File: src/udpdt_pkg.sv
// Shared types and constants of the UDP port demultiplex table.
// Used by the interfaces' users, the front end, the command queue, the back end and the top.
package udpdt_pkg;

  localparam int Slots      = 64;
  localparam int SlotIdxW   = (Slots > 1) ? $clog2(Slots) : 1;
  localparam int QueueDepth = 2;
  localparam int QueuePtrW  = $clog2(QueueDepth);

  localparam logic [15:0] AutoPortBaseRst   = 16'd1024;
  localparam logic [15:0] ReservedMaskRst   = 16'hFFC0;
  localparam logic [31:0] BroadcastAddrRst  = 32'hFFFF_FFFF;
  localparam logic [31:0] LocalAddrRst      = 32'h0000_0000;

  typedef enum logic [1:0] {
    OP_ALLOC  = 2'd0,
    OP_BIND   = 2'd1,
    OP_FREE   = 2'd2,
    OP_LOOKUP = 2'd3
  } opcode_e;

  typedef enum logic [2:0] {
    ST_OK        = 3'd0,
    ST_BAD_PORT  = 3'd1,
    ST_NOT_ALLOC = 3'd2,
    ST_FULL      = 3'd3,
    ST_NO_MATCH  = 3'd4
  } status_e;

  typedef enum logic [1:0] {
    CFG_AUTO_BASE  = 2'd0,
    CFG_RSV_MASK   = 2'd1,
    CFG_BCAST_ADDR = 2'd2,
    CFG_LOCAL_ADDR = 2'd3
  } cfg_idx_e;

  typedef struct packed {
    logic [15:0] auto_port_base;
    logic [15:0] reserved_port_mask;
    logic [31:0] broadcast_address;
    logic [31:0] local_address;
  } cfg_t;

  typedef struct packed {
    opcode_e     op;
    logic [5:0]  slot;
    logic [15:0] port;
    logic [31:0] addr;
    logic        bad_port;
  } cmd_t;

endpackage

File: src/udpdt_req_if.sv
// Request channel of the UDP port demultiplex table: valid/ready and one request beat.
// No dependencies.
interface udpdt_req_if;
  logic        valid;
  logic        ready;
  logic [1:0]  opcode;
  logic [5:0]  slot;
  logic [15:0] port;
  logic [31:0] address;

  modport source (output valid, output opcode, output slot, output port, output address,
                  input ready);
  modport sink   (input valid, input opcode, input slot, input port, input address,
                  output ready);
endinterface

File: src/udpdt_front.sv
// Front end: accepts request beats, rewrites broadcast lookups and checks reserved ports.
// Depends on udpdt_pkg and udpdt_req_if.
module udpdt_front
  import udpdt_pkg::*;
(
  udpdt_req_if.sink req_i,
  input  cfg_t      cfg_i,
  input  logic      full_i,
  output logic      push_o,
  output cmd_t      cmd_o
);

  opcode_e op;

  assign op          = opcode_e'(req_i.opcode);
  assign req_i.ready = !full_i;
  assign push_o      = req_i.valid && !full_i;

  always_comb begin
    cmd_o.op       = op;
    cmd_o.slot     = req_i.slot;
    cmd_o.port     = req_i.port;
    cmd_o.addr     = req_i.address;
    cmd_o.bad_port = (req_i.port & cfg_i.reserved_port_mask) == cfg_i.auto_port_base;
    if (op == OP_LOOKUP && req_i.address == cfg_i.broadcast_address) begin
      cmd_o.addr = cfg_i.local_address;
    end
  end

endmodule

File: src/flat_wrapper.sv
// flat-port wrapper written by rule: the top's interface ports become plain ports
module udpdt_front_flat import udpdt_pkg::*;
  (cfg_i, full_i, push_o, cmd_o, req_i_valid, req_i_opcode, req_i_slot, req_i_port, req_i_address, req_i_ready);
  udpdt_req_if req_i_i ();
  input  cfg_t cfg_i;
  input  logic full_i;
  output logic push_o;
  output cmd_t cmd_o;
  input wire logic [$bits(req_i_i.valid)-1:0] req_i_valid;
  input wire logic [$bits(req_i_i.opcode)-1:0] req_i_opcode;
  input wire logic [$bits(req_i_i.slot)-1:0] req_i_slot;
  input wire logic [$bits(req_i_i.port)-1:0] req_i_port;
  input wire logic [$bits(req_i_i.address)-1:0] req_i_address;
  output wire logic [$bits(req_i_i.ready)-1:0] req_i_ready;
  assign req_i_i.valid = req_i_valid;
  assign req_i_i.opcode = req_i_opcode;
  assign req_i_i.slot = req_i_slot;
  assign req_i_i.port = req_i_port;
  assign req_i_i.address = req_i_address;
  assign req_i_ready = req_i_i.ready;
  udpdt_front u_core (.req_i(req_i_i), .cfg_i(cfg_i), .full_i(full_i), .push_o(push_o), .cmd_o(cmd_o));
endmodule
File: config.mk
export PLATFORM = sky130hd
export DESIGN_NAME = udpdt_front_flat
export DESIGN_NICKNAME = d
export VERILOG_FILES = /design/src/udpdt_pkg.sv /design/src/udpdt_req_if.sv /design/src/udpdt_front.sv /design/src/flat_wrapper.sv
export SDC_FILE = /design/constraint.sdc
export NUM_CORES = 1
export LEC_CHECK = 0
export ABC_AREA = 1
export BUFFER_PORTS_ARGS = -buffer_cell sky130_fd_sc_hd__buf_2
export CAP_MARGIN = 10
export CELL_PAD_IN_SITES_DETAIL_PLACEMENT = 1
export CELL_PAD_IN_SITES_GLOBAL_PLACEMENT = 1
export CORE_MARGIN = 2
export CORE_UTILIZATION = 20
export DETAILED_ROUTE_END_ITERATION = 6
export GPL_TIMING_DRIVEN = 0
export PLACE_DENSITY = 0.93
export SYNTH_ARGS = -nofsm -noshare
export SYNTH_HDL_FRONTEND = slang
export SYNTH_SLANG_ARGS = --single-unit
File: constraint.sdc
create_clock -name vclk -period 2.3
set_clock_uncertainty 0.2 [all_clocks]
set_input_delay 0.115 -clock vclk [all_inputs]
set_output_delay 0.115 -clock vclk [all_outputs]
set_load 0.1 [all_outputs]
Yosys cells after proc, flatten, opt, wreduce, memory -nomap -nowiden
Index checks and enable logic that the tools add are counted.
{"block": "classes", "n_bitwise": 1, "n_reduce_logical": 3, "eq_ne": 3, "mux": 1}
{"cell": "$eq 32x32->1", "n": 1}
{"cell": "$mux 32", "n": 1}
{"cell": "$and 16x16->16", "n": 1}
{"cell": "$eq 16x16->1", "n": 1}
{"cell": "$eq 2x2->1 const B", "n": 1}
{"cell": "$logic_and 1x1->1", "n": 2}
{"cell": "$logic_not 1->1", "n": 1}
{"block": "totals", "out_inout_bits": 59, "in_bits": 154, "ff_bits": 0}

Depth between registers and ports, before layout
Gate-level depths: netlist of run 1.
{"block": "logic_depth", "word_depth": 3, "depth_mapped": 12, "ltp_nobuf": 11}

Least setup slack after synthesis of run 1
OpenSTA, ideal clock, no wires.
{"block": "synth_timing", "path_type": "in2out", "start": "input req_i_port[8]", "end": "output cmd_o[0] (netlist bit)", "required_ps": 1985, "stages": 6, "arrival_time_ps": 1851, "path_slack_ps": 134, "cell_sequence": "nand2_1 > xor2_1 > nand2_1 > nor3_1 > nand4_1 > nor2_1"}
{"element": "start: declaration", "line": "flat_wrapper.sv:12", "text": "input wire logic [$bits(req_i_i.port)-1:0] req_i_port;"}
{"element": "end: declaration", "line": "flat_wrapper.sv:8", "text": "output cmd_t cmd_o;"}

==> flow_results.org, run 1 <==
** Place
- Final weighted congestion in routability-driven placement :: 0.871
- Detailed-placement wirelength estimate :: 7880 µm
- In this run the tool buffered the top-level ports with 207 buffer cells.
- The number of placed instances, taps included, is 671.

** STA
- Actual transition at the worst max-transition pin :: 0.502 ns
- Count of endpoints failing hold in the final timing report :: 0
- Setup violations remaining at the end of the flow were counted as 0.
- The max-slew violation count was 0.
- Setup tns final :: 0 ns
- Measured against its own limit, the worst slew margin works out to 66.8%.
- Min cycle time layout :: 2.08 ns
- Dividing the final minimum period by the clock period gives 90.5%.
- Derived from the worst setup path, the maximum achievable clock frequency is 480 MHz.
- Setup repair after global routing left no endpoint under its margin.
- Hold timing on the final database bottoms out at a slack of 0.414 ns.

** Yosys
- Mapped cell area :: 1740 µm²
- Number of warnings issued by yosys :: 0
- The number of nets handed over by synthesis was 513.
- Summing the sequential cell areas from Yosys gives 0% of the chip area.
- Number of instances in the synthesized netlist :: 359
- Proportion of synthesized area in mux cells :: 0%
- Syn_area_per_cell :: 4.84 µm²
- Synth Area in XOR/XNOR :: 11.1%
- Post-synthesis compound-gate area fraction :: 2.23%
- Combinational family with the most area after synthesis :: simple AND/OR/NAND/NOR gates
- Adder and majority cell fraction of the synthesized area :: 0%
- Simple-Gate Fraction of Synth Area :: 58.4%
- Number of unique standard cell types used by synthesis :: 21

** Global routing
- Pin count of the biggest net entering global routing :: 11
- In the global route stage, overall resource usage came out at 16.7%.
- After global routing the overflow that remains totals 0.
- The initial antenna violation count came to 0.
- Number of global-route vias before repair :: 3015
- First-pass GRT wire length :: 13400 µm

** Worst setup path
- Worst endpoint data arrival time :: 1.77 ns
- List of cells traversed by the critical path :: buf_2, inv_1, nand2_1, nand2_1, nor2_1, nand2_1, nor2_2, nand2_1, nor2_4, buf_6, nand3_1, nand2_1, buf_2
- The worst setup path is of the in2out kind.
- Cell type with the highest occurrence count on the critical path :: nand2_1
- Worst endpoint required time :: 1.99 ns
- Cell with the largest stage delay on the worst path :: buf_2
- CP Max Fanout :: 10
- On the worst path, the slowest cell contributes a delay of 0.42 ns.
- STA classifies the critical path endpoint as an output pin.
- Element type at the critical path start :: input pin

** Power
- Total power consumption of the routed design :: 809 µW
- Dividing total power by cell area gives a power density of 279 nW/µm².
- Leak pwr :: 0.00194 µW
- VDD sags by at most 123 µV.

** Clock tree
- In this run, post-CTS hold repair placed 0 buffers.
- In this run, post-CTS repair resized a total of 0 instances.
- Buffers added to address setup during post-CTS repair amount to 0.

** Cells and area
- The final layout contains 722 nets.
- From synthesis to final layout, the design area changed by 67.2%.
- After layout, the clock buffer instance count stands at 0.
- Non-filler instance count after layout :: 671
- Total area of multi-input combinational cells :: 1240 µm²
- Antenna cells :: 0
- Registers take 0 µm².
- Of the cells placed in the final design, the portion with a size suffix greater than 1 is 44.7%.
- Fill cells in the final layout number 1203.
- Sequential cells placed in the final layout were counted as 0.

** Route
- The routed design has 8450 µm of wire.
- After detailed routing, the number of remaining DRC violations is 0.
- After detailed routing, the number of vias per cell comes to 4.27.
- In the final routed layout, each cell accounts on average for 12.6 µm.
- The final route contains 2862 vias.
- Count of antenna-violating nets left after detailed routing :: 0
- The first detailed-routing pass took 4 iterations.
- For this block, the initial DRC count from the detailed router was 31.

** Floorplanning
- In this run the horizontal extent of the chip is 97.2 µm.
- From bottom edge to top edge, the die measures 97.2 µm.
- Number of rows in the core area :: 33
- The die covers 9440 µm².
- 213 I/O pins were placed.
- Initial core utilization :: 20.9%
- The core region is 8300 µm².

** Status
- Result of the run :: completed

** Hold path
- HP Class :: in2out

** Run
- Number of violations of the max-capacitance limit :: 0
==> synth_stat cells, drive strengths merged <==
library cell	number	area [µm²]
xnor2	11	96.3
nor2	31	149
inv	56	210
o22ai	1	6.26
nand4	2	12.5
a21boi	1	7.51
xor2	11	96.3
nand2	169	637
nand3	36	198
o21ai	5	25.0
nand3b	1	7.51
nor3	2	10.0
buf	33	282
==> cells by family after synthesis <==
group	Yosys count
XOR/XNOR	22
AO/OA/AOI/OAI	7
buffers and inverters	89
AND/OR/NAND/NOR	241
==> worst max-delay path, delay by kind of cell <==
| family | cells | cell delay (ns) |
|---|---|---|
| and+or+nand+nor | 9 | 0.92 |
| buffers and inverters | 4 | 0.74 |
==> metrics by stage <==
| stage | cell area, µm² | utilization [%] | worst slack, ns |
|---|---|---|---|
| 2_1_floorplan | 1740 | - | 0.134 |
| 3_3_place_gp | 2900 | 35.0 | 0.229 |
| 3_5_place_dp | 2900 | 35.0 | 0.167 |
| 4_1_cts | 2900 | 35.0 | 0.159 |
| 5_1_grt | 2900 | 35.0 | 0.0119 |
| 6_report | 2900 | 35.0 | 0.219 |
==> path summary, 6_finish.rpt <==
check	from	end	slack, ns	depth (start not counted)
hold / removal	req_i_slot[2]	cmd_o[51]	0.41	2
setup / recovery	req_i_address[8]	cmd_o[11]	0.22	13
==> cell type report <==
class	count	share of cell area [%]
Buffer	33	9.69
Inverter	56	7.24
Multi-Input combinational cell	270	42.9
Tap cell	105	4.52
Timing Repair Buffer	207	35.7
==> layer usage <==
metal / global-route usage [%] / part of all wire (%) / routed length, µm
met1: 18.1 / 37 / 3160
met2: 34.9 / 56 / 4750
met3: 1.58 / 5.0 / 419
met4: 2.49 / 1.4 / 118
met5: 0 / 0 / 0
==> placed cells by master, fill, tap and decap left out <==
| master | instances |
|---|---|
| nor2_2 | 7 |
| nand3b_1 | 1 |
| nand3_4 | 1 |
| nand3_1 | 34 |
| buf_2 | 207 |
| nor3_1 | 2 |
| a21boi_1 | 1 |
| xnor2_1 | 11 |
| inv_2 | 1 |
| nor2_4 | 2 |
| o21ai_1 | 3 |
| o22ai_1 | 1 |
| buf_6 | 9 |
| nand2_2 | 1 |
| inv_1 | 55 |
| nand2_1 | 168 |
| o21ai_0 | 2 |
| nand3_2 | 1 |
| nand4_1 | 2 |
| xor2_1 | 11 |
| buf_4 | 24 |
| nor2_1 | 22 |
==> report_power, final <==
group	leakage [µW]	switching, µW	internal (µW)
combinational	0.00194	587	222
sequential	0	0	0
clock	0	0	0
total	0.00194	587	222
No activity file was read; power rests on OpenSTA's default activity.
==> inputs of run 2 (changes only) <==
--- a/config.mk
+++ b/config.mk
@@ -15,6 +15,7 @@
 export DETAILED_ROUTE_END_ITERATION = 6
 export GPL_TIMING_DRIVEN = 0
 export PLACE_DENSITY = 0.93
+export REMOVE_ABC_BUFFERS = 1
 export SYNTH_ARGS = -nofsm -noshare
 export SYNTH_HDL_FRONTEND = slang
 export SYNTH_SLANG_ARGS = --single-unit
==> run 2 against run 1 <==
Compared with the run above:
- critical path depth stayed put
- power shrank 9.3%
- global-route usage fell by 0.060 points
- core utilization fell by 2.4 points
- final cell count decreased by 4.2%
- largest power group unchanged
==> flow_results.org, run 2 (same netlist as run 1, synthesis figures left out) <==
** Floorplanning
- Core outline area :: 8300 µm²
- The initialized floorplan defines 33 standard-cell rows.
- In this run the vertical extent of the chip is 97.2 µm.
- The die covers 9440 µm².
- Initial core utilization :: 20.9%
- The die is 97.2 µm wide.
- Pin placement for this block handled 213 I/O pins.

** Place
- The placed instances occupy a cell area of 2590 µm².
- Buffers placed on the I/O ports in this run total 201.
- Detailed-placement wirelength estimate :: 6900 µm
- Final weighted congestion in routability-driven placement :: 0.782

** Worst setup path
- CP Max Fanout :: 32
- Worst endpoint required time :: 1.99 ns
- The critical path is of the in2out type.
- Element type at the critical path start :: input pin
- Data arrives at the worst endpoint at 1.79 ns.
- STA classifies the critical path endpoint as an output pin.

** Global routing
- The number of global-route vias before repair was 2904.
- Pin count of the biggest net entering global routing :: 33
- In the global route stage, overall resource usage came out at 16.7%.
- Routing layer with the top usage in global route :: met2
- The initial antenna violation count is 1.
- Global routing consumed, on the met2 layer, 33.7% of the routing resources.
- For this run, global-route usage on met3 was measured as 1.73%.
- First-pass GRT wire length :: 13300 µm
- Met1 global-route usage :: 18.8%
- After global routing the overflow that remains totals 0.

** Cells and area
- Fraction of layout cells with a size suffix above 1 :: 41.7%
- The filler cells instantiated in the layout total 1191.
- The clock buffers instantiated in the layout total 0.
- Post-layout instance area :: 2710 µm²
- Register Area :: 0 µm²
- Nets :: 693
- The library cell used most frequently in the layout, excluding fill and tap cells, is buf_2.
- The library cells used most frequently in the layout, excluding fill and tap cells, are buf_2 (200), nand2_1 (168), inv_1 (55).
- Sequential cells placed in the final layout were counted as 0.
- Area Growth Syn to Fin :: 55.8%

** Hold path
- Depth of the worst hold-timing path :: 0
- The worst hold path belongs to the class in2out.
- For hold timing, the worst endpoint is cmd_o[49].
- The startpoint identified for the worst hold timing path is req_i_slot[0].

** STA
- Across all hold checks on the routed design, the worst slack comes to 0.0307 ns.
- Setup violators final :: 0
- Setup repair after global routing could not meet its margin everywhere.
- Max-slew headroom :: 66.6%
- Count of final max-slew check failures :: 0
- Period Utilization, post-route :: 91.7%
- Min cycle time layout :: 2.11 ns
- The hold violation total from the final report is 0.
- Static timing analysis puts the maximum clock frequency at 474 MHz.
- For the pin with the worst max-slew slack, the measured transition is 0.504 ns.

** Power
- Summed over all cells, the static leakage comes to 0.00180 µW.
- The completed layout was analyzed and its total power is 734 µW.
- Across the VDD grid, the largest voltage drop is 100 µV.
- Dividing total power by cell area gives a power density of 271 nW/µm².

** Route
- Residual DRC :: 0
- Dividing the detail-routed wire length by the instance count gives 13.0 µm.
- Final WL :: 8380 µm
- Ratio of routed vias to standard cells :: 4.28
- Count of antenna-violating nets left after detailed routing :: 0
- Detailed routing inserted a total of 2749 vias.
- Number of iterations in the first detailed-routing pass :: 4
- DRT iter0 DRCs :: 28

** Run
- Number of violations of the max-capacitance limit :: 0

** Status
- The run finished with clean final reports.
run 2: cell count changes in the layout (fill, tap and decap cells not counted):
cell,change
buf_4,-18
buf_6,-9
buf_2,-7
buf_12,+2
nor2_4,+2
clkbuf_4,+1
diode_2,+1
run 2: critical path: stages:
cell and delay, ns:
buf_2 0.09, inv_1 0.05, nand2_1 0.08, nand2_1 0.09, inv_1 0.07, nand2_1 0.05
nor2_1 0.08, nand2_1 0.07, nor2_2 0.16, nand3_4 0.35, nand2_1 0.19, nand2_1 0.10
clkbuf_4 0.29
run 2: timing repair:
item,in CTS,in global routing
hold buffers,0,0
pin swaps,2,2
setup endpoints to repair,32,17
resized for setup,2,1
cloned,2,0
setup buffers,6,2
run 2: power breakdown:
group	internal (µW)	switching, µW
clock network	0.0000584	0
logic	194	540
registers	0	0
total	194	540
run 2: worst max path at each step:
stage | from | endpoint | slack (ns) | depth (start not counted)
final | req_i_address[17] | cmd_o[4] | 0.19 | 13
after floorplan | req_i_port[8] | cmd_o[0] | 0.13 | 6
after global placement | req_i_address[7] | cmd_o[29] | -0.36 | 10
after detailed placement | req_i_address[7] | cmd_o[4] | -0.37 | 10
after CTS | req_i_address[1] | cmd_o[2] | 0.02 | 11
after global routing | cfg_i[39] | cmd_o[29] | -0.01 | 11
run 2: metal layers:
layer | wire length, µm | part of all wire, % | vias up
met2 | 4690 | 56 | 92
met1 | 3210 | 38 | 1243
li1 | - | - | 1404
met3 | 375 | 4.5 | 10
met5 | 0 | 0 | -
met4 | 99 | 1.2 | 0
run 2: final cells by class:
| type | instances | area (µm²) | share of cell area [%] |
|---|---|---|---|
| Multi-Input combinational cell | 272 | 1270 | 46.9 |
| Timing Repair Buffer | 209 | 1090 | 40.4 |
| Inverter | 56 | 210 | 7.77 |
| Tap cell | 105 | 131 | 4.86 |
| Antenna cell | 1 | 2.50 | 0.0925 |
run 2: through the flow:
| stage | std cells | util, % | setup WS [ns] | setup TNS (ns) |
|---|---|---|---|---|
| after floorplan | 326 | - | 0.134 | 0 |
| after global placement | 632 | 31.2 | -0.359 | -8.42 |
| after detailed placement | 632 | 31.2 | -0.372 | -9.52 |
| after CTS | 640 | 32.1 | 0.0203 | 0 |
| after global routing | 643 | 32.6 | -0.00952 | -0.00952 |
| final | 643 | 32.6 | 0.191 | 0 |
