==> src/udpdt_pkg.sv <==
// Shared types and constants of the UDP port demultiplex table.
// Used by the interfaces' users, the front end, the command queue, the back end and the top.
package udpdt_pkg;

  localparam int Slots      = 64;
  localparam int SlotIdxW   = (Slots > 1) ? $clog2(Slots) : 1;
  localparam int QueueDepth = 2;
  localparam int QueuePtrW  = $clog2(QueueDepth);

  localparam logic [15:0] AutoPortBaseRst   = 16'd1024;
  localparam logic [15:0] ReservedMaskRst   = 16'hFFC0;
  localparam logic [31:0] BroadcastAddrRst  = 32'hFFFF_FFFF;
  localparam logic [31:0] LocalAddrRst      = 32'h0000_0000;

  typedef enum logic [1:0] {
    OP_ALLOC  = 2'd0,
    OP_BIND   = 2'd1,
    OP_FREE   = 2'd2,
    OP_LOOKUP = 2'd3
  } opcode_e;

  typedef enum logic [2:0] {
    ST_OK        = 3'd0,
    ST_BAD_PORT  = 3'd1,
    ST_NOT_ALLOC = 3'd2,
    ST_FULL      = 3'd3,
    ST_NO_MATCH  = 3'd4
  } status_e;

  typedef enum logic [1:0] {
    CFG_AUTO_BASE  = 2'd0,
    CFG_RSV_MASK   = 2'd1,
    CFG_BCAST_ADDR = 2'd2,
    CFG_LOCAL_ADDR = 2'd3
  } cfg_idx_e;

  typedef struct packed {
    logic [15:0] auto_port_base;
    logic [15:0] reserved_port_mask;
    logic [31:0] broadcast_address;
    logic [31:0] local_address;
  } cfg_t;

  typedef struct packed {
    opcode_e     op;
    logic [5:0]  slot;
    logic [15:0] port;
    logic [31:0] addr;
    logic        bad_port;
  } cmd_t;

endpackage

==> src/udpdt_rsp_if.sv <==
// Response channel of the UDP port demultiplex table: valid/ready and one result beat.
// No dependencies.
interface udpdt_rsp_if;
  logic        valid;
  logic        ready;
  logic [2:0]  status;
  logic [5:0]  result_slot;
  logic [15:0] result_port;

  modport source (output valid, output status, output result_slot, output result_port,
                  input ready);
  modport sink   (input valid, input status, input result_slot, input result_port,
                  output ready);
endinterface

==> src/udpdt_back.sv <==
// Back end: slot table, parallel match, priority select, table update and result register.
// Depends on udpdt_pkg and udpdt_rsp_if.
module udpdt_back
  import udpdt_pkg::*;
(
  input  logic        clk_i,
  input  logic        rst_ni,
  input  logic [15:0] auto_port_base_i,
  input  logic        cmd_valid_i,
  input  cmd_t        cmd_i,
  output logic        cmd_pop_o,
  udpdt_rsp_if.source rsp_o
);

  typedef enum logic {S_EVAL, S_EXEC} state_e;

  state_e              state_q;
  cmd_t                cmd_q;
  logic [Slots-1:0]    vec_q;
  logic [Slots-1:0]    vec_d;
  logic                sel_ok_q;
  logic                sel_ok_d;
  logic [Slots-1:0]    valid_q;
  logic [15:0]         port_q [Slots];
  logic [31:0]         addr_q [Slots];

  logic [SlotIdxW-1:0] sel_idx;
  logic [SlotIdxW-1:0] exec_idx;
  logic                eval_fire;
  logic                exec_fire;
  logic                hit;
  logic [SlotIdxW-1:0] hit_idx;
  logic [15:0]         alloc_port;
  logic [15:0]         bind_port;

  status_e             status_d;
  logic [5:0]          rslot_d;
  logic [15:0]         rport_d;
  logic                set_valid;
  logic                clr_valid;
  logic                wr_en;
  logic [SlotIdxW-1:0] wr_idx;
  logic [15:0]         wr_port;
  logic [31:0]         wr_addr;

  assign sel_idx   = SlotIdxW'(cmd_i.slot);
  assign exec_idx  = SlotIdxW'(cmd_q.slot);
  assign eval_fire = (state_q == S_EVAL) && cmd_valid_i;
  assign exec_fire = (state_q == S_EXEC) && (!rsp_o.valid || rsp_o.ready);
  assign cmd_pop_o = eval_fire;

  // match vector: free slots for allocate, matching sockets otherwise
  always_comb begin
    for (int i = 0; i < Slots; i++) begin
      if (cmd_i.op == OP_ALLOC) begin
        vec_d[i] = !valid_q[i];
      end else begin
        vec_d[i] = valid_q[i] && (port_q[i] == cmd_i.port) &&
                   ((addr_q[i] == '0) || (addr_q[i] == cmd_i.addr));
      end
    end
  end

  assign sel_ok_d = (32'(cmd_i.slot) < 32'(Slots)) && valid_q[sel_idx];

  always_comb begin
    hit     = 1'b0;
    hit_idx = '0;
    for (int i = Slots - 1; i >= 0; i--) begin
      if (vec_q[i]) begin
        hit     = 1'b1;
        hit_idx = SlotIdxW'(i);
      end
    end
  end

  assign alloc_port = auto_port_base_i + 16'(hit_idx);
  assign bind_port  = (cmd_q.port == '0) ? auto_port_base_i + 16'(exec_idx) : cmd_q.port;

  always_comb begin
    status_d  = ST_OK;
    rslot_d   = '0;
    rport_d   = '0;
    set_valid = 1'b0;
    clr_valid = 1'b0;
    wr_en     = 1'b0;
    wr_idx    = exec_idx;
    wr_port   = bind_port;
    wr_addr   = cmd_q.addr;
    case (cmd_q.op)
      OP_ALLOC: begin
        if (hit) begin
          rslot_d   = 6'(hit_idx);
          rport_d   = alloc_port;
          set_valid = 1'b1;
          wr_en     = 1'b1;
          wr_idx    = hit_idx;
          wr_port   = alloc_port;
          wr_addr   = '0;
        end else begin
          status_d = ST_FULL;
        end
      end
      OP_BIND: begin
        if (cmd_q.bad_port) begin
          status_d = ST_BAD_PORT;
        end else if (!sel_ok_q) begin
          status_d = ST_NOT_ALLOC;
        end else begin
          rslot_d = cmd_q.slot;
          rport_d = bind_port;
          wr_en   = 1'b1;
        end
      end
      OP_FREE: begin
        if (!sel_ok_q) begin
          status_d = ST_NOT_ALLOC;
        end else begin
          rslot_d   = cmd_q.slot;
          clr_valid = 1'b1;
        end
      end
      OP_LOOKUP: begin
        if (hit) begin
          rslot_d = 6'(hit_idx);
          rport_d = cmd_q.port;
        end else begin
          status_d = ST_NO_MATCH;
        end
      end
      default: begin
        status_d = ST_NO_MATCH;
      end
    endcase
  end

  always_ff @(posedge clk_i or negedge rst_ni) begin
    if (!rst_ni) begin
      state_q           <= S_EVAL;
      valid_q           <= '0;
      rsp_o.valid       <= 1'b0;
      rsp_o.status      <= '0;
      rsp_o.result_slot <= '0;
      rsp_o.result_port <= '0;
    end else begin
      case (state_q)
        S_EVAL: begin
          if (eval_fire) begin
            state_q <= S_EXEC;
          end
          if (rsp_o.ready) begin
            rsp_o.valid <= 1'b0;
          end
        end
        S_EXEC: begin
          if (exec_fire) begin
            state_q           <= S_EVAL;
            rsp_o.valid       <= 1'b1;
            rsp_o.status      <= status_d;
            rsp_o.result_slot <= rslot_d;
            rsp_o.result_port <= rport_d;
            if (set_valid) begin
              valid_q[wr_idx] <= 1'b1;
            end
            if (clr_valid) begin
              valid_q[exec_idx] <= 1'b0;
            end
          end
        end
        default: begin
          state_q <= S_EVAL;
        end
      endcase
    end
  end

  always_ff @(posedge clk_i) begin
    if (eval_fire) begin
      cmd_q    <= cmd_i;
      vec_q    <= vec_d;
      sel_ok_q <= sel_ok_d;
    end
    if (exec_fire && wr_en) begin
      port_q[wr_idx] <= wr_port;
      addr_q[wr_idx] <= wr_addr;
    end
  end

`ifndef ASSERT_OFF
  a_alloc_sets_valid: assert property (@(posedge clk_i) disable iff (!rst_ni)
    exec_fire && cmd_q.op == OP_ALLOC && hit |=> valid_q[$past(hit_idx)])
    else $error("allocated slot not marked valid");

  a_full_means_all_valid: assert property (@(posedge clk_i) disable iff (!rst_ni)
    exec_fire && cmd_q.op == OP_ALLOC && !hit |-> &valid_q)
    else $error("table full reported with a free slot");

  a_free_clears_valid: assert property (@(posedge clk_i) disable iff (!rst_ni)
    exec_fire && cmd_q.op == OP_FREE && sel_ok_q |=> !valid_q[$past(exec_idx)])
    else $error("freed slot still valid");

  a_lookup_hits_valid: assert property (@(posedge clk_i) disable iff (!rst_ni)
    exec_fire && cmd_q.op == OP_LOOKUP && hit |-> valid_q[hit_idx])
    else $error("lookup matched an unallocated slot");

  a_exec_waits: assert property (@(posedge clk_i) disable iff (!rst_ni)
    state_q == S_EXEC && !exec_fire |=> state_q == S_EXEC)
    else $error("execute step left while result register busy");
`endif

endmodule

==> src/flat_wrapper.sv <==
// flat-port wrapper written by rule: the top's interface ports become plain ports
module udpdt_back_flat import udpdt_pkg::*;
  (clk_i, rst_ni, auto_port_base_i, cmd_valid_i, cmd_i, cmd_pop_o, rsp_o_valid, rsp_o_status, rsp_o_result_slot, rsp_o_result_port, rsp_o_ready);
  udpdt_rsp_if rsp_o_i ();
  input  logic clk_i;
  input  logic rst_ni;
  input  logic [15:0] auto_port_base_i;
  input  logic cmd_valid_i;
  input  cmd_t cmd_i;
  output logic cmd_pop_o;
  output wire logic [$bits(rsp_o_i.valid)-1:0] rsp_o_valid;
  output wire logic [$bits(rsp_o_i.status)-1:0] rsp_o_status;
  output wire logic [$bits(rsp_o_i.result_slot)-1:0] rsp_o_result_slot;
  output wire logic [$bits(rsp_o_i.result_port)-1:0] rsp_o_result_port;
  input wire logic [$bits(rsp_o_i.ready)-1:0] rsp_o_ready;
  assign rsp_o_valid = rsp_o_i.valid;
  assign rsp_o_status = rsp_o_i.status;
  assign rsp_o_result_slot = rsp_o_i.result_slot;
  assign rsp_o_result_port = rsp_o_i.result_port;
  assign rsp_o_i.ready = rsp_o_ready;
  udpdt_back u_core (.clk_i(clk_i), .rst_ni(rst_ni), .auto_port_base_i(auto_port_base_i), .cmd_valid_i(cmd_valid_i), .cmd_i(cmd_i), .cmd_pop_o(cmd_pop_o), .rsp_o(rsp_o_i));
endmodule
==> config.mk <==
export PLATFORM = sky130hd
export DESIGN_NAME = udpdt_back_flat
export DESIGN_NICKNAME = d
export VERILOG_FILES = /design/src/udpdt_pkg.sv /design/src/udpdt_rsp_if.sv /design/src/udpdt_back.sv /design/src/flat_wrapper.sv
export SDC_FILE = /design/constraint.sdc
export NUM_CORES = 2
export LEC_CHECK = 0
export ABC_CLOCK_PERIOD_IN_PS = 9600
export BUFFER_PORTS_ARGS = -buffer_cell sky130_fd_sc_hd__buf_4
export CORE_MARGIN = 5
export CORE_UTILIZATION = 50
export DETAILED_ROUTE_END_ITERATION = 16
export MAX_ROUTING_LAYER = met4
export PLACE_DENSITY = 0.65
export SKIP_CTS_REPAIR_TIMING = 1
export SYNTH_ARGS = -nofsm -noshare
export SYNTH_HDL_FRONTEND = slang
export SYNTH_SLANG_ARGS = --single-unit
==> constraint.sdc <==
create_clock -name clk_i -period 9.6 [get_ports clk_i]
set_input_delay 0.96 -clock clk_i [delete_from_list [all_inputs] [get_ports clk_i]]
set_output_delay 0.96 -clock clk_i [all_outputs]
set_load 0.01 [all_outputs]
[After elaboration in Yosys (flattened, before gate mapping)]
Memory sizes are Yosys's and may differ from the RTL's.
Cells that the tools add are included.
Storage, ports and cells
  register bits: 213
  memory bits (writable): 3072
  output and inout port bits: 27
  memories kept: 2
Cells by class
  add/sub/neg operators: 2
  magnitude comparators: 5
  equality and inequality tests: 133
  mux-type cells: 237
  bitwise gates (word level): 4
  reductions and logical operators: 333
Memory list
  u_core.addr_q: words 64, width 32, read ports 64, clocked after memory_dff 0, wr ports 1, line udpdt_back.sv:25  | logic [31:0] addr_q [Slots];
  u_core.port_q: words 64, width 16, read ports 64, clocked after memory_dff 0, wr ports 1, line udpdt_back.sv:24  | logic [15:0] port_q [Slots];
Operator list (number)
  == test 32 bit: 64
  logical NOT 32 bit: 64
  == test 16 bit: 64
  2-to-1 mux 6 bit: 69
  2-to-1 mux 64 bit: 4
  2-to-1 mux 1 bit: 142
  logical AND 1 bit: 133
  2-to-1 mux 16 bit: 7
  logical NOT 1 bit: 65
  logical OR 1 bit: 65
  bitwise AND 64 bit: 1
  2-to-1 mux 32 bit: 2
  NOT 64 bit: 1
  bitwise OR 64 bit: 1
  case mux 16 bit (3 select lines): 1
  adder 16 x 6 -> 16 bit: 2
  < comparator 6 x 7 -> 1 bit, second input constant: 3
  case mux 6 bit (3 select lines): 1
  logical NOT 16 bit: 1
  demux 1 bit (select 6 bit): 2
  >= comparator 6 x 1 -> 1 bit, second input constant: 2
  case mux 3 bit (4 select lines): 1
  binary-select mux 1 bit (select 6 bit): 1
  2-to-1 mux 3 bit: 2
  other kinds (9): 16

[Depth between registers and ports, before layout]
  depth after elaboration: 76
  mapped depth: 16

[Worst setup path after synthesis]
OpenSTA, ideal clock, no wires.
  path type: input to output
  from: input port cmd_valid_i
  to: output port cmd_pop_o
  data arrival time: 6.377 ns
  required time: 8.640 ns
  slack: 2.263 ns
  stages on the path: 1
  cells stage by stage: nor2b_1
On the way
  word-level cells in the longest chain between the ends: 1
Ends and longest elaborated chain
  start: declaration: line flat_wrapper.sv:8  | input logic cmd_valid_i;
  logical AND 1 bit: line udpdt_back.sv:48  | assign eval_fire = (state_q == S_EVAL) && cmd_valid_i;
  end: declaration: line flat_wrapper.sv:10  | output logic cmd_pop_o;
Every way passes these cells.

[Worst setup path after layout]
  from: register u_core.vec_q[3]
  to: memory u_core.port_q[14][14], data pin
On the way
  word-level cells in the longest chain between the ends: 7
  elaborated cells between the ends (all ways): 11
  classes of those cells: 1 x add/sub; 10 x mux
Ends and longest elaborated chain
  start: declaration: line udpdt_back.sv:19  | logic [Slots-1:0] vec_q;
  start signal: assignment: line udpdt_back.sv:180  | vec_q <= vec_d;
  2-to-1 mux 6 bit (4 in a row): line udpdt_back.sv:70  | if (vec_q[i]) begin
  adder 16 x 6 -> 16 bit: line udpdt_back.sv:77  | assign alloc_port = auto_port_base_i + 16'(hit_idx);
  2-to-1 mux 16 bit (*): line udpdt_back.sv:92  | if (hit) begin
  2-to-1 mux 16 bit (*): line udpdt_back.sv:90  | case (cmd_q.op)
  named net u_core.wr_port[14]: line udpdt_back.sv:43  | logic [15:0] wr_port;
  end: declaration: line udpdt_back.sv:24
Mark *: on every way through the listed nets, which the timed path passes. The rest lies on a longest branch.

==> impl_results.md <==
- Outcome: complete, no violations
- CP Capture Type: flip-flop
- Initial Util: 50.2%
- Max transition margin: 2.77%
- Global-route wire length before repair: 710000 um
- I/O Buffers: 103
- CTS tree: yes
- RD Place Congestion: 0.959
- Worst-case clock buffer depth: 4
- Final period util: 68.0%
- Final hold violations: 0
- Height of the die: 545 um
- Gate Count Post-Synth: 9476
- Peak supply drop: 158 uV
- Largest net degree at the start of global routing: 65
- Crit path max-delay cell type: a2111oi_0
- Internal Power: 25600 uW
- CTS buffer count: 343
- Register area share after synthesis: 68.5%
- I/O pin count: 104
- Clock net sink count: 3285
- Flop pwr share: 48.3%
- EDFF count, synth: 3194
- Power Total: 35300 uW
- MaxCap Viol Count: 0
- Slowest cell delay on critical path: 1.05 ns
- Power Density: 218 nW/um^2
- Worst-path cell chain: nor2_1, nand2_1, a2111oi_0, o311ai_0, and2_1, inv_1, fa_1, nor2b_1, o21ai_0, a21boi_0, o22ai_1, nor3_1, xor2_1, nor2_1, nor2_4, buf_4
- Syn Nets: 9572
- Area growth from synthesis to layout: 12.9%
- Most used cell, CP: nor2_1
- Die X: 545 um
- Clock power frac: 39.0%
- Vias: 92000
- Post-DP Area: 150000 um^2
- Routed Wire Length: 520000 um
- Initial antenna violation count: 50
- GRT overflow: 0
- Starting DRT DRC Count: 15500
- Cells after DPL: 13200
- Max Fclk: 153 MHz
- Kind of cell adding the most delay to the critical path: compound AO/OA/AOI/OAI gates
- Routed Antenna Nets: 0
- Yosys reg bits: 3285
- Fraction of registers with async set/reset: 2.77%
- Static leakage: 0.0515 uW
- Vias in the first global route: 88500
- Sw Pwr: 9680 uW
- Logic pwr share: 12.7%
- WS Path Type: flip-flop to flip-flop
- Max Fanout on Critical Path: 39
- Ys flop type: edfxtp_1
- GRT Overall Usage: 34.9%
- Residual DRC: 0
- Setup TNS: 0 ns
- Worst hold path class: input pin to flip-flop
- Nets: 9854
- Final slew viol count: 0
- Vias per cell: 6.65
- Synth area leaders: edfxtp_1 (67%), xor2_1 (14%), xnor2_1 (5.2%), nor4_1 (4.8%), nand4_1 (2.0%)
- Dpl hpwl: 285000 um
- Drt pass-1 iters: 6
- CP arrival: 7.13 ns
- Yosys Warn Count: 0
- Final setup vio count: 0
- Cell Rows: 196
- Top cell type's share of synthesized area: 67.0%
- Synthesized area: 143000 um^2
- H-tree levels: 5
- Skew final: 0.0536 ns
- Final non-filler cell total: 13800
- Min Tclk post-route: 6.52 ns
- WL per Instance: 37.5 um
- Post-Syn Area per Cell: 15.1 um^2
- Startpoint types: flip-flop
- Share of layout cells above drive strength 1: 10.1%
- Worst Path Required: 10.21 ns
- Cell taking the most area after synthesis: edfxtp_1
- WP buf/inv: 2
- Synth cell types: 68
- Core area: 285000 um^2
- CTS root buf: clkbuf_16
- RSZ-0062 raised after global routing: false
- Hold WS: 0.244 ns
- Layout filler cell count: 22100
- Worst slew pin tran: 1.46 ns
- Switch share: 27.5%
- Die area: 297000 um^2
- Clock transition at path regs: 0.07 ns
- Cell area after layout: 162000 um^2
- Worst skew pair latency: 0.93 ns
cells by family after synthesis:
family | after synthesis | synth area share (%)
adders and majority gates | 19 | 0.176
buffers and inverters | 430 | 1.14
DFF | 3285 | 68.5
muxes | 24 | 0.355
xor gates and xnor gates | 3093 | 18.9
and+or+nand+nor | 2205 | 9.05
AOI/OAI and AO/OA | 420 | 1.82
worst reg2reg max path: stages, from the launching register on:
cell,delay [ns]
edfxtp_1,0.46
nor2_1,0.21
nand2_1,0.08
a2111oi_0,1.05
o311ai_0,0.55
and2_1,0.35
inv_1,0.09
fa_1,0.21
nor2b_1,0.06
o21ai_0,0.19
a21boi_0,0.15
o22ai_1,0.55
nor3_1,0.15
xor2_1,0.28
nor2_1,0.11
nor2_4,1.02
buf_4,0.69
Yosys cell counts, types with 6 or more instances:
| library cell | instances |
|---|---|
| o2bb2ai_1 | 7 |
| nor4_2 | 10 |
| nand3_1 | 166 |
| a221oi_1 | 6 |
| dfrtp_1 | 91 |
| mux4_2 | 21 |
| or4_1 | 8 |
| o211ai_1 | 25 |
| edfxtp_1 | 3194 |
| xnor2_1 | 846 |
| nand4_1 | 455 |
| and2_1 | 44 |
| o21ai_1 | 6 |
| o31ai_1 | 8 |
| nor3_1 | 89 |
| nor4_1 | 1103 |
| xor2_1 | 2247 |
| clkbuf_1 | 317 |
| a21oi_1 | 84 |
| nor2_1 | 177 |
| a211oi_1 | 9 |
| nor2b_1 | 7 |
| inv_1 | 27 |
| nand2_1 | 87 |
| buf_2 | 6 |
| buf_1 | 79 |
| ha_1 | 17 |
| o22ai_1 | 66 |
| nand2b_1 | 18 |
| o21ai_0 | 130 |
| a31oi_1 | 31 |
| and3_1 | 12 |
layout make-up:
class | count | area (um^2) | share of cell area [%]
flip-flops and latches | 3285 | 98200 | 60.7
repair buffers | 340 | 2910 | 1.80
multi-input cells | 5761 | 44200 | 27.3
inverters | 27 | 101 | 0.0627
well taps | 3762 | 4710 | 2.91
diodes | 37 | 92.6 | 0.0573
clock buffers | 403 | 8880 | 5.49
clock inverters | 227 | 2620 | 1.62
power groups by stage:
stage / clock network, uW / logic (uW) / registers, uW
global route: 14500 / 4450 / 17000
floorplan: 0 / 1730 / 17300
finish: 13800 / 4470 / 17000
detailed placement: 0 / 4320 / 17300
CTS: 13900 / 4330 / 17000
global placement: 0 / 4300 / 17300
worst paths after layout:
check	from	end	slack [ns]	cells past startpoint
min in group asynchronous	rst_ni	u_core.rsp_o.result_port[3]$_DFFE_PN0P_	0.51	2
hold reg to reg	u_core.rsp_o.status[1]$_DFFE_PN0P_	u_core.rsp_o.status[1]$_DFFE_PN0P_	0.48	2
setup / recovery	u_core.vec_q[3]$_DFFE_PP_	u_core.port_q[14][14]$_DFFE_PP_	3.08	16
setup reg to reg	u_core.vec_q[3]$_DFFE_PP_	u_core.port_q[14][14]$_DFFE_PP_	3.08	16
max in group asynchronous	rst_ni	u_core.valid_q[17]$_DFFE_PN0P_	7.79	3
hold / removal	cmd_i[0]	u_core.cmd_q[0]$_DFFE_PP_	0.24	1
registers in the layout, indices dropped and copies added, names as in the netlist:
name and cells:
u_core.vec_q 64, u_core.valid_q 64, u_core.cmd_q 51, u_core.rsp_o.status 3, u_core.addr_q 2048, u_core.rsp_o.result_port 16, u_core.rsp_o.result_slot 6, u_core.sel_ok_q 1
u_core.state_q 1, u_core.port_q 1024, u_core.exec_idx 6, u_core.rsp_o.valid 1
cell usage in the layout, fill, tap and decap left out, types with 9 or more instances in the layout:
master and count:
xnor2_1 846, and2_4 32, bufinv_16 51, inv_1 27
and3_1 12, clkinv_2 55, buf_4 277, o22ai_1 66
mux4_2 21, nand2b_1 17, diode_2 37, clkinvlp_4 19
nand4_1 455, clkbuf_16 346, a211oi_1 9, nor4_1 1103
nor4_2 10, ha_1 17, buf_6 48, nor3_1 89
nand3_1 166, nor2_1 111, clkinv_1 67, o21ai_0 124
a31oi_1 31, a21oi_1 80, dfrtp_1 91, nor2_4 67
clkbuf_1 56, edfxtp_1 3194, buf_12 14, xor2_1 2247
o211ai_1 25, nand2_1 84, inv_6 21, and2_1 12
per-layer routing:
metal | GRT usage (%) | wire length (um) | vias to the layer above
li1 | - | - | 36600
met1 | 45.8 | 193000 | 46900
met3 | 7.67 | 64400 | 1475
met2 | 53.0 | 236000 | 7089
met5 | - | 0 | -
met4 | 14.6 | 26400 | 0
per-stage QoR:
stage | utilization, % | setup slack, ns
2_1_floorplan | - | 2.26
3_3_place_gp | 52.6 | 3.17
3_5_place_dp | 52.6 | 3.29
4_1_cts | 56.6 | 3.17
5_1_grt | 56.7 | 3.01
6_report | 56.7 | 3.08
Note: power is estimated with default switching activity, not from simulation.
